## config.mk

```make
export PLATFORM = sky130hd
export DESIGN_NAME = windowed_rms_peak_meter
export DESIGN_NICKNAME = d
export VERILOG_FILES = /design/src/wrpm_pkg.sv /design/src/wrpm_front.sv /design/src/wrpm_queue.sv /design/src/wrpm_back.sv /design/src/windowed_rms_peak_meter.sv
export SDC_FILE = /design/constraint.sdc
export NUM_CORES = 2
export LEC_CHECK = 0
export BUFFER_PORTS_ARGS = -buffer_cell sky130_fd_sc_hd__clkbuf_2
export CAP_MARGIN = 0
export CORE_AREA = 3 3 266 268
export CTS_CLUSTER_SIZE = 24
export DETAILED_ROUTE_END_ITERATION = 12
export DIE_AREA = 0 0 269 271
export GPL_ROUTABILITY_DRIVEN = 0
export PLACE_DENSITY = 0.76
export RECOVER_POWER = 100
export SETUP_SLACK_MARGIN = 0.3
export SYNTH_ARGS = -nofsm -noshare
export SYNTH_HDL_FRONTEND = slang
export SYNTH_SLANG_ARGS = --single-unit
```

## constraint.sdc

```tcl
create_clock -name clk -period 25.6 [get_ports clk]
set_clock_uncertainty 0.15 [all_clocks]
set_input_delay 5.12 -clock clk [delete_from_list [all_inputs] [get_ports clk]]
set_output_delay 5.12 -clock clk [all_outputs]
set_load 0.02 [all_outputs]
```

## src/wrpm_pkg.sv

```systemverilog
`timescale 1ns / 1ps

package wrpm_pkg;

  // Result field width and configuration register width
  localparam int OUT_W = 16;
  localparam int CFG_W = 16;

  // Window length after reset
  localparam logic [CFG_W-1:0] WIN_RESET = 16'd1600;

  // Status of the window queue, seen by the front and the back
  typedef struct packed {
    logic full;
    logic empty;
  } q_stat_t;

  // Back-end sequencer states
  typedef enum logic [1:0] {
    BK_IDLE,
    BK_DIV,
    BK_ROOT,
    BK_DONE
  } bk_state_t;

endpackage

```

## src/wrpm_front.sv

```systemverilog
`timescale 1ns / 1ps

module wrpm_front #(
  parameter int SAMPLE_BITS = 16,
  parameter int COUNT_BITS  = 16
) (
  input  logic                                clk,
  input  logic                                rst_n,
  input  logic                                cfg_wr_en,
  input  logic [wrpm_pkg::CFG_W-1:0]          cfg_wr_data,
  input  logic                                in_tvalid,
  output logic                                in_tready,
  input  logic [SAMPLE_BITS-1:0]              sample_in,
  input  wrpm_pkg::q_stat_t                   q_stat,
  output logic                                push,
  output logic [4*SAMPLE_BITS+3*COUNT_BITS-2:0] push_data
);

  localparam int SB    = SAMPLE_BITS;
  localparam int CB    = COUNT_BITS;
  localparam int SQ_W  = 2 * SB - 1 + CB;
  localparam int DF_W  = SB + CB;
  localparam int CW_W  = wrpm_pkg::CFG_W;
  localparam int CMP_W = (CB > CW_W) ? CB : CW_W;

  logic [CW_W-1:0] win_r;
  logic            p_r,   p_nxt;
  logic [2*SB-1:0] sq_r;
  logic [SB-1:0]   ad_r;
  logic [SB-1:0]   mg_r;
  logic [SB-1:0]   prev_r;
  logic [SQ_W-1:0] ssq_r, ssq_nxt;
  logic [DF_W-1:0] sdf_r, sdf_nxt;
  logic [SB-1:0]   pk_r,  pk_nxt;
  logic [CB-1:0]   cnt_r, cnt_nxt;

  logic            accept;
  logic            proceed;
  logic            done;
  logic [SB-1:0]   mag_c;
  logic [SB:0]     dif_c;
  logic [SB-1:0]   ad_c;
  logic [2*SB-1:0] sq_c;
  logic [SQ_W-1:0] ssq_sum;
  logic [DF_W-1:0] sdf_sum;
  logic [SB-1:0]   pk_new;
  logic [CB-1:0]   cnt_inc;
  logic [CB-1:0]   n_c;
  logic [CW_W-1:0] win_eff;

  // Magnitude, square and edge of the incoming sample
  assign mag_c = sample_in[SB-1] ? SB'(~sample_in + 1'b1) : sample_in;
  assign dif_c = {sample_in[SB-1], sample_in} - {prev_r[SB-1], prev_r};
  assign ad_c  = dif_c[SB] ? SB'(~dif_c + 1'b1) : dif_c[SB-1:0];
  assign sq_c  = {{SB{1'b0}}, mag_c} * {{SB{1'b0}}, mag_c};

  // Accumulate the registered sample and test for the window end
  assign ssq_sum = ssq_r + SQ_W'(sq_r);
  assign sdf_sum = sdf_r + DF_W'(ad_r);
  assign pk_new  = (mg_r > pk_r) ? mg_r : pk_r;
  assign cnt_inc = cnt_r + 1'b1;
  assign win_eff = (win_r == '0) ? CW_W'(1) : win_r;
  assign done    = (cnt_inc == '0) || (CMP_W'(cnt_inc) >= CMP_W'(win_eff));
  assign n_c     = (cnt_inc == '0) ? CB'(1) : cnt_inc;

  // Hold the sample stage while a finished window waits for queue space
  assign proceed   = p_r && !(done && q_stat.full);
  assign in_tready = !(p_r && done && q_stat.full);
  assign accept    = in_tvalid && in_tready;
  assign push      = proceed && done;
  assign push_data = {n_c, pk_new, sdf_sum, ssq_sum};

  always_comb begin
    p_nxt   = p_r;
    ssq_nxt = ssq_r;
    sdf_nxt = sdf_r;
    pk_nxt  = pk_r;
    cnt_nxt = cnt_r;
    if (proceed) begin
      p_nxt = 1'b0;
      if (done) begin
        ssq_nxt = '0;
        sdf_nxt = '0;
        pk_nxt  = '0;
        cnt_nxt = '0;
      end else begin
        ssq_nxt = ssq_sum;
        sdf_nxt = sdf_sum;
        pk_nxt  = pk_new;
        cnt_nxt = cnt_inc;
      end
    end
    if (accept) begin
      p_nxt = 1'b1;
    end
  end

  // Control and accumulator state
  always_ff @(posedge clk) begin
    if (!rst_n) begin
      win_r  <= wrpm_pkg::WIN_RESET;
      p_r    <= 1'b0;
      prev_r <= '0;
      ssq_r  <= '0;
      sdf_r  <= '0;
      pk_r   <= '0;
      cnt_r  <= '0;
    end else begin
      if (cfg_wr_en) begin
        win_r <= cfg_wr_data;
      end
      if (accept) begin
        prev_r <= sample_in;
      end
      p_r   <= p_nxt;
      ssq_r <= ssq_nxt;
      sdf_r <= sdf_nxt;
      pk_r  <= pk_nxt;
      cnt_r <= cnt_nxt;
    end
  end

  // Sample stage payload
  always_ff @(posedge clk) begin
    if (accept) begin
      sq_r <= sq_c;
      ad_r <= ad_c;
      mg_r <= mag_c;
    end
  end

endmodule

```

## src/wrpm_queue.sv

```systemverilog
`timescale 1ns / 1ps

module wrpm_queue #(
  parameter int W = 64
) (
  input  logic              clk,
  input  logic              rst_n,
  input  logic              push,
  input  logic [W-1:0]      push_data,
  input  logic              pop,
  output logic [W-1:0]      head,
  output wrpm_pkg::q_stat_t q_stat
);

  logic [W-1:0] ent_r [2];
  logic         wp_r;
  logic         rp_r;
  logic [1:0]   fill_r;
  logic         do_push;
  logic         do_pop;

  assign q_stat.full  = (fill_r == 2'd2);
  assign q_stat.empty = (fill_r == 2'd0);
  assign do_push      = push && !q_stat.full;
  assign do_pop       = pop && !q_stat.empty;
  assign head         = ent_r[rp_r];

  // Advance pointers and fill level
  always_ff @(posedge clk) begin
    if (!rst_n) begin
      wp_r   <= 1'b0;
      rp_r   <= 1'b0;
      fill_r <= 2'd0;
    end else begin
      if (do_push) begin
        wp_r <= ~wp_r;
      end
      if (do_pop) begin
        rp_r <= ~rp_r;
      end
      if (do_push && !do_pop) begin
        fill_r <= fill_r + 2'd1;
      end else if (do_pop && !do_push) begin
        fill_r <= fill_r - 2'd1;
      end
    end
  end

  // Store a finished window
  always_ff @(posedge clk) begin
    if (do_push) begin
      ent_r[wp_r] <= push_data;
    end
  end

endmodule

```

## src/wrpm_back.sv

```systemverilog
`timescale 1ns / 1ps

module wrpm_back #(
  parameter int SAMPLE_BITS = 16,
  parameter int COUNT_BITS  = 16
) (
  input  logic                                  clk,
  input  logic                                  rst_n,
  input  logic [4*SAMPLE_BITS+3*COUNT_BITS-2:0] head,
  input  wrpm_pkg::q_stat_t                     q_stat,
  output logic                                  pop,
  output logic                                  out_tvalid,
  input  logic                                  out_tready,
  output logic [3*wrpm_pkg::OUT_W-1:0]          out_tdata
);

  localparam int SB   = SAMPLE_BITS;
  localparam int CB   = COUNT_BITS;
  localparam int SQ_W = 2 * SB - 1 + CB;
  localparam int DF_W = SB + CB;
  localparam int OW   = wrpm_pkg::OUT_W;
  localparam int ST_W = $clog2(SQ_W);

  wrpm_pkg::bk_state_t state_r, state_nxt;

  logic [ST_W-1:0] step_r, step_nxt;
  logic [CB-1:0]   n_r,    n_nxt;
  logic [SB-1:0]   pk_r,   pk_nxt;
  logic [SQ_W-1:0] dq_r,   dq_nxt;
  logic [SQ_W-1:0] dd_r,   dd_nxt;
  logic [CB-1:0]   rs_r,   rs_nxt;
  logic [CB-1:0]   rd_r,   rd_nxt;
  logic [2*SB-1:0] rad_r,  rad_nxt;
  logic [SB-1:0]   root_r, root_nxt;
  logic [SB:0]     rem_r,  rem_nxt;
  logic            ov_r,   ov_nxt;
  logic            load_out;
  logic [3*OW-1:0] od_r;

  logic [CB:0]     rs_sh, rd_sh, n_ext;
  logic            rs_ge, rd_ge;
  logic [CB:0]     rs_dif, rd_dif;
  logic [SB+1:0]   rt, trial, rt_dif;
  logic            rt_ge;

  // One quotient bit per cycle for both divisions by the window count
  assign n_ext  = {1'b0, n_r};
  assign rs_sh  = {rs_r, dq_r[SQ_W-1]};
  assign rd_sh  = {rd_r, dd_r[SQ_W-1]};
  assign rs_ge  = (rs_sh >= n_ext);
  assign rd_ge  = (rd_sh >= n_ext);
  assign rs_dif = rs_sh - n_ext;
  assign rd_dif = rd_sh - n_ext;

  // One root bit per cycle, two radicand bits in
  assign rt     = {rem_r[SB-1:0], rad_r[2*SB-1 -: 2]};
  assign trial  = {root_r, 2'b01};
  assign rt_ge  = (rt >= trial);
  assign rt_dif = rt - trial;

  assign out_tvalid = ov_r;
  assign out_tdata  = od_r;

  always_comb begin
    state_nxt = state_r;
    step_nxt  = step_r;
    n_nxt     = n_r;
    pk_nxt    = pk_r;
    dq_nxt    = dq_r;
    dd_nxt    = dd_r;
    rs_nxt    = rs_r;
    rd_nxt    = rd_r;
    rad_nxt   = rad_r;
    root_nxt  = root_r;
    rem_nxt   = rem_r;
    pop       = 1'b0;
    load_out  = 1'b0;
    ov_nxt    = ov_r && !out_tready;
    case (state_r)
      wrpm_pkg::BK_IDLE: begin
        if (!q_stat.empty) begin
          pop       = 1'b1;
          dq_nxt    = head[SQ_W-1:0];
          dd_nxt    = SQ_W'(head[SQ_W +: DF_W]);
          pk_nxt    = head[SQ_W+DF_W +: SB];
          n_nxt     = head[SQ_W+DF_W+SB +: CB];
          rs_nxt    = '0;
          rd_nxt    = '0;
          step_nxt  = ST_W'(SQ_W - 1);
          state_nxt = wrpm_pkg::BK_DIV;
        end
      end
      wrpm_pkg::BK_DIV: begin
        rs_nxt = rs_ge ? rs_dif[CB-1:0] : rs_sh[CB-1:0];
        rd_nxt = rd_ge ? rd_dif[CB-1:0] : rd_sh[CB-1:0];
        dq_nxt = {dq_r[SQ_W-2:0], rs_ge};
        dd_nxt = {dd_r[SQ_W-2:0], rd_ge};
        if (step_r == '0) begin
          rad_nxt   = dq_nxt[2*SB-1:0];
          root_nxt  = '0;
          rem_nxt   = '0;
          step_nxt  = ST_W'(SB - 1);
          state_nxt = wrpm_pkg::BK_ROOT;
        end else begin
          step_nxt = step_r - 1'b1;
        end
      end
      wrpm_pkg::BK_ROOT: begin
        rem_nxt  = rt_ge ? rt_dif[SB:0] : rt[SB:0];
        root_nxt = {root_r[SB-2:0], rt_ge};
        rad_nxt  = rad_r << 2;
        if (step_r == '0) begin
          state_nxt = wrpm_pkg::BK_DONE;
        end else begin
          step_nxt = step_r - 1'b1;
        end
      end
      wrpm_pkg::BK_DONE: begin
        if (!ov_r || out_tready) begin
          load_out  = 1'b1;
          ov_nxt    = 1'b1;
          state_nxt = wrpm_pkg::BK_IDLE;
        end
      end
      default: begin
        state_nxt = wrpm_pkg::BK_IDLE;
      end
    endcase
  end

  // Sequencer and output valid
  always_ff @(posedge clk) begin
    if (!rst_n) begin
      state_r <= wrpm_pkg::BK_IDLE;
      ov_r    <= 1'b0;
    end else begin
      state_r <= state_nxt;
      ov_r    <= ov_nxt;
    end
  end

  // Datapath registers
  always_ff @(posedge clk) begin
    step_r <= step_nxt;
    n_r    <= n_nxt;
    pk_r   <= pk_nxt;
    dq_r   <= dq_nxt;
    dd_r   <= dd_nxt;
    rs_r   <= rs_nxt;
    rd_r   <= rd_nxt;
    rad_r  <= rad_nxt;
    root_r <= root_nxt;
    rem_r  <= rem_nxt;
    if (load_out) begin
      od_r <= {OW'(dd_r), OW'(pk_r), OW'(root_r)};
    end
  end

endmodule

```

## src/windowed_rms_peak_meter.sv

```systemverilog
`timescale 1ns / 1ps
// Channel | Direction | Transfer content
// in_     | slave     | in_tdata: sample_in (SAMPLE_BITS, signed), zero padded to bytes
// out_    | master    | out_tdata: rms_level [15:0], peak_level [31:16], mean_edge [47:32]
// cfg_    | write     | cfg_wr_data: window_length (16 bits, 0 acts as 1)
//
// Input: one sample per cycle while in_tready is high; each sample is squared
// in one stage and accumulated in the next.
// A finished window enters a two-entry queue; the back end then runs it
// through its bit-serial dividers and its bit-serial root, one window at a
// time. Windows that close faster than the back end finishes a result stall
// the input once the queue is full.
// Reset is synchronous, active low; no clearing pass is needed.

module windowed_rms_peak_meter #(
  parameter int SAMPLE_BITS = 16,
  parameter int COUNT_BITS  = 16
) (
  input  logic                                  clk,
  input  logic                                  rst_n,
  input  logic                                  cfg_wr_en,
  input  logic [wrpm_pkg::CFG_W-1:0]            cfg_wr_data,   // window_length
  input  logic                                  in_tvalid,
  output logic                                  in_tready,
  input  logic [((SAMPLE_BITS+7)/8)*8-1:0]      in_tdata,      // sample_in
  output logic                                  out_tvalid,
  input  logic                                  out_tready,
  output logic [3*wrpm_pkg::OUT_W-1:0]          out_tdata      // rms_level, peak_level, mean_edge
);

  localparam int E_W = 4 * SAMPLE_BITS + 3 * COUNT_BITS - 1;

  logic              push;
  logic              pop;
  logic [E_W-1:0]    push_data;
  logic [E_W-1:0]    head;
  wrpm_pkg::q_stat_t q_stat;

  // Accumulate samples and close windows
  wrpm_front #(
    .SAMPLE_BITS (SAMPLE_BITS),
    .COUNT_BITS  (COUNT_BITS)
  ) u_front (
    .clk         (clk),
    .rst_n       (rst_n),
    .cfg_wr_en   (cfg_wr_en),
    .cfg_wr_data (cfg_wr_data),
    .in_tvalid   (in_tvalid),
    .in_tready   (in_tready),
    .sample_in   (in_tdata[SAMPLE_BITS-1:0]),
    .q_stat      (q_stat),
    .push        (push),
    .push_data   (push_data)
  );

  // Buffer finished windows
  wrpm_queue #(
    .W (E_W)
  ) u_queue (
    .clk       (clk),
    .rst_n     (rst_n),
    .push      (push),
    .push_data (push_data),
    .pop       (pop),
    .head      (head),
    .q_stat    (q_stat)
  );

  // Divide, take the root and present the result
  wrpm_back #(
    .SAMPLE_BITS (SAMPLE_BITS),
    .COUNT_BITS  (COUNT_BITS)
  ) u_back (
    .clk        (clk),
    .rst_n      (rst_n),
    .head       (head),
    .q_stat     (q_stat),
    .pop        (pop),
    .out_tvalid (out_tvalid),
    .out_tready (out_tready),
    .out_tdata  (out_tdata)
  );

endmodule

```

==> results.cfg <==
[timing]
final-setup-viol-count = 0
hold_viol = 0
timing.final.crit_share = 0.535
slew_headroom = -1.94
period_needed_ns = 13.70
slew_viol_final = 1191
fin_setup_tns_ns = 0
fmax_mhz = 73.0
rsz0062_at_grt = false
holdWs_ns = 0.267
worst_slew_pin_slew_ns = 4.41

[floorplan]
start_util = 0.600
num_rows = 96
die_h_microns = 271
die_area_sq_um = 72900
fp.dieW_microns = 269
fp.coreArea_sq_um = 68600
ios = 87

[worst_setup_path]
critPathMaxStageDelay_ns = 0.82
crit_path_end_kind = register
cpMostUsedCell = fa_1
crit_type = in -> reg
r2r_slack_ns = 14.85
slowest_stage = xor2_1
cp.arrival_ns = 13.89
cp-start-kind = primary input
crit_fanout = 17
cp.required_ns = 25.79

[clocking]
postCtsHoldBufs = 0
cts-root-buf = clkbuf_16
post-cts-setup-buffers = 0
cts_tree = yes
clk_path_buf_depth = 3
post_cts_resized = 0
clk_latency_ns = 0.61
clkTransAtPathRegs_ns = 0.06
htreeDepth = 3
cts.sinks = 712
cts_made_buffers = 76

[detailed_routing]
vias_per_cell = 5.71
wl_per_cell_microns = 17.5
route.detailed.drc = 0
drtIter0Drc = 1993
antenna_left = 0
drt_first_pass_iters = 8
finalWirelength_microns = 82500
vias = 26900

[power]
p_leak_uw = 0.0180
power.share.combinational = 0.536
sw_frac_of_total = 0.401
p_switching_uw = 2540
pwr-share-seq = 0.294
power_density_nw_per_um2 = 142
internal-power_uw = 3790
clock_power_share = 0.169
vdd_ir_drop_max_mv = 0.206

[final_layout]
final-instance-count-excl-fill = 4710
fin_nets = 4177
drive_gt1_frac = 0.0648
antenna_cells = 0
final_cell_mix = edfxtp_1 (560), inv_1 (381), nand2_1 (299)
area_growth_syn_to_layout_pct = 8.54
seqCellArea_sq_um = 19900
multi_input_area_sq_um = 19300
layout_commonest_cell = edfxtp_1
fill_cells = 5249

[global_routing]
busiest_layer = met2
grtUsageMet3 = 0.0311
antenna_found_initial = 0
grt_max_degree = 108
grt_use_met1 = 0.312
grt_pass1_vias = 26800
met2_usage = 0.380
grt_pass1_wl_microns = 135000
overflow = 0
grt.total_usage = 0.229

[synth]
yosys_warnings = 0
synthArstFlopShare = 0
synth_edf_count = 560
yosysSeqAreaShare = 0.483
synth_cell_types = 94
avgSynthCellArea_sq_um = 11.3
synth_cells = 3652
synth_flop_cell = edfxtp_1
ys_ff_latch = 712
synth_area_sq_um = 41200

[placed_design]
portBuffers = 86
dp.cells = 4569
dp_hpwl_microns = 57600

[worst_hold_path]
min_path_type = reg -> reg

[job]
cap_viol_max_count = 23

[outcome]
violations = capacitance limit, slew limit
outcome = finished with violations
==> stage by stage <==
step	instance area, sq um	utilization	worst slack [ns]	total power [uW]
after global routing	44700	0.651	11.30	6880
after detailed placement	42500	0.620	11.46	5230
after CTS	45000	0.656	12.07	6340
after floorplan	41200	-	11.25	4510
final	44700	0.651	11.90	6320
after global placement	42500	0.620	11.70	5130
==> routing by layer <==
layer,wire (microns),part of all wire,up-vias
met5,0,0,-
met1,36600,0.44,13100
met3,4080,0.049,156
met4,2470,0.030,0
met2,39400,0.48,628
li1,-,-,13000
==> synthesized netlist by cell type (all sizes together) (5+ instances only) <==
library cell  instances  area (sq um)
nand4                17           113
nor3                 50           267
a22o                 26           228
edfxtp              560         16800
a211o                 7          61.3
a21o                 61           458
xnor2               139          1220
a31o                  5          43.8
mux2                 78           878
a21oi               144           724
nand2b               24           150
and4                  7          61.3
o21ai               188           945
buf                  39           188
or4                   9          71.3
a31oi                30           194
o211a                 8          80.1
nor2b                51           319
ha                  255          3190
o311ai                6          52.6
or3                  21           136
o31ai                14           110
inv                 383          1440
a211oi               17           140
nand3                77           410
o21bai                9          67.6
a21boi                9          67.6
and3                 24           150
clkbuf               98           368
mux2i               133          1330
o21a                 28           210
and2                 38           238
nand2               299          1120
o211ai               21           158
xor2                 72           631
dfxtp               152          3040
nor2                244           923
fa                  169          3380
nor4                 11          75.1
a22oi                38           285
or2                   8          50.1
o31a                 11          96.3
==> critical path, delay by kind of cell <==
kind / cells / cell delay, ns
buffers and inverters: 6 / 1.15
AO/OA/AOI/OAI: 6 / 1.74
adder cells (fa/ha/maj): 8 / 3.73
AND/OR/NAND/NOR: 7 / 1.13
XOR/XNOR: 2 / 0.97
==> cells by family (layout without fill, tap and decap cells) <==
| logic type | Yosys count | after routing | synth area share |
|---|---|---|---|
| mux | 211 | 211 | 0.0537 |
| compound gates | 672 | 672 | 0.107 |
| xor+xnor | 212 | 212 | 0.0456 |
| fa+ha+maj | 424 | 424 | 0.160 |
| flops | 712 | 712 | 0.483 |
| buf+inv | 524 | 642 | 0.0488 |
| other cells | 2 | 11 | 0.000182 |
| simple gates | 895 | 895 | 0.103 |
==> flip-flops by register name, indices dropped and copies added, names as in the netlist, 30 cells and up, named ones only <==
signal	cells
u_back.dq_r	47
u_front.sdf_r	32
u_back.out_tdata	48
u_front.ssq_r	47
u_back.rad_r	32
u_back.dd_r	47
u_queue.ent_r	222
u_front.sq_r	30
==> power by group through the flow <==
stage               sequential [uW]  clock, uW  combinational [uW]
finish                         1860       1070                3390
global route                   1890       1140                3860
CTS                            1840       1090                3400
detailed placement             1860          0                3370
global placement               1860          0                3270
floorplan                      1850          0                2660
==> path summary, 6_finish.rpt <==
check | startpoint | to | cells after the start
worst max-delay path | in_tdata[0] | u_front.sq_r[28]$_DFFE_PP_ | 29
worst min-delay path | u_back.pk_r[6]$_DFFE_PP_ | u_back.out_tdata[22]$_DFFE_PP_ | 0
worst max register to register | u_back.state_r[1]$_SDFFE_PN0P_ | u_back.rem_r[12]$_SDFFCE_PN0P_ | 5
worst min register to register | u_back.pk_r[6]$_DFFE_PP_ | u_back.out_tdata[22]$_DFFE_PP_ | 0
==> cell type report <==
class	count	area share
clock inverter	45	0.00837
sequential	712	0.445
tap	931	0.0261
timing repair buffer	114	0.0109
clock buffer	96	0.0464
inverter	387	0.0325
multi-input combinational	2425	0.431
Power figures use the tool's default switching activity.
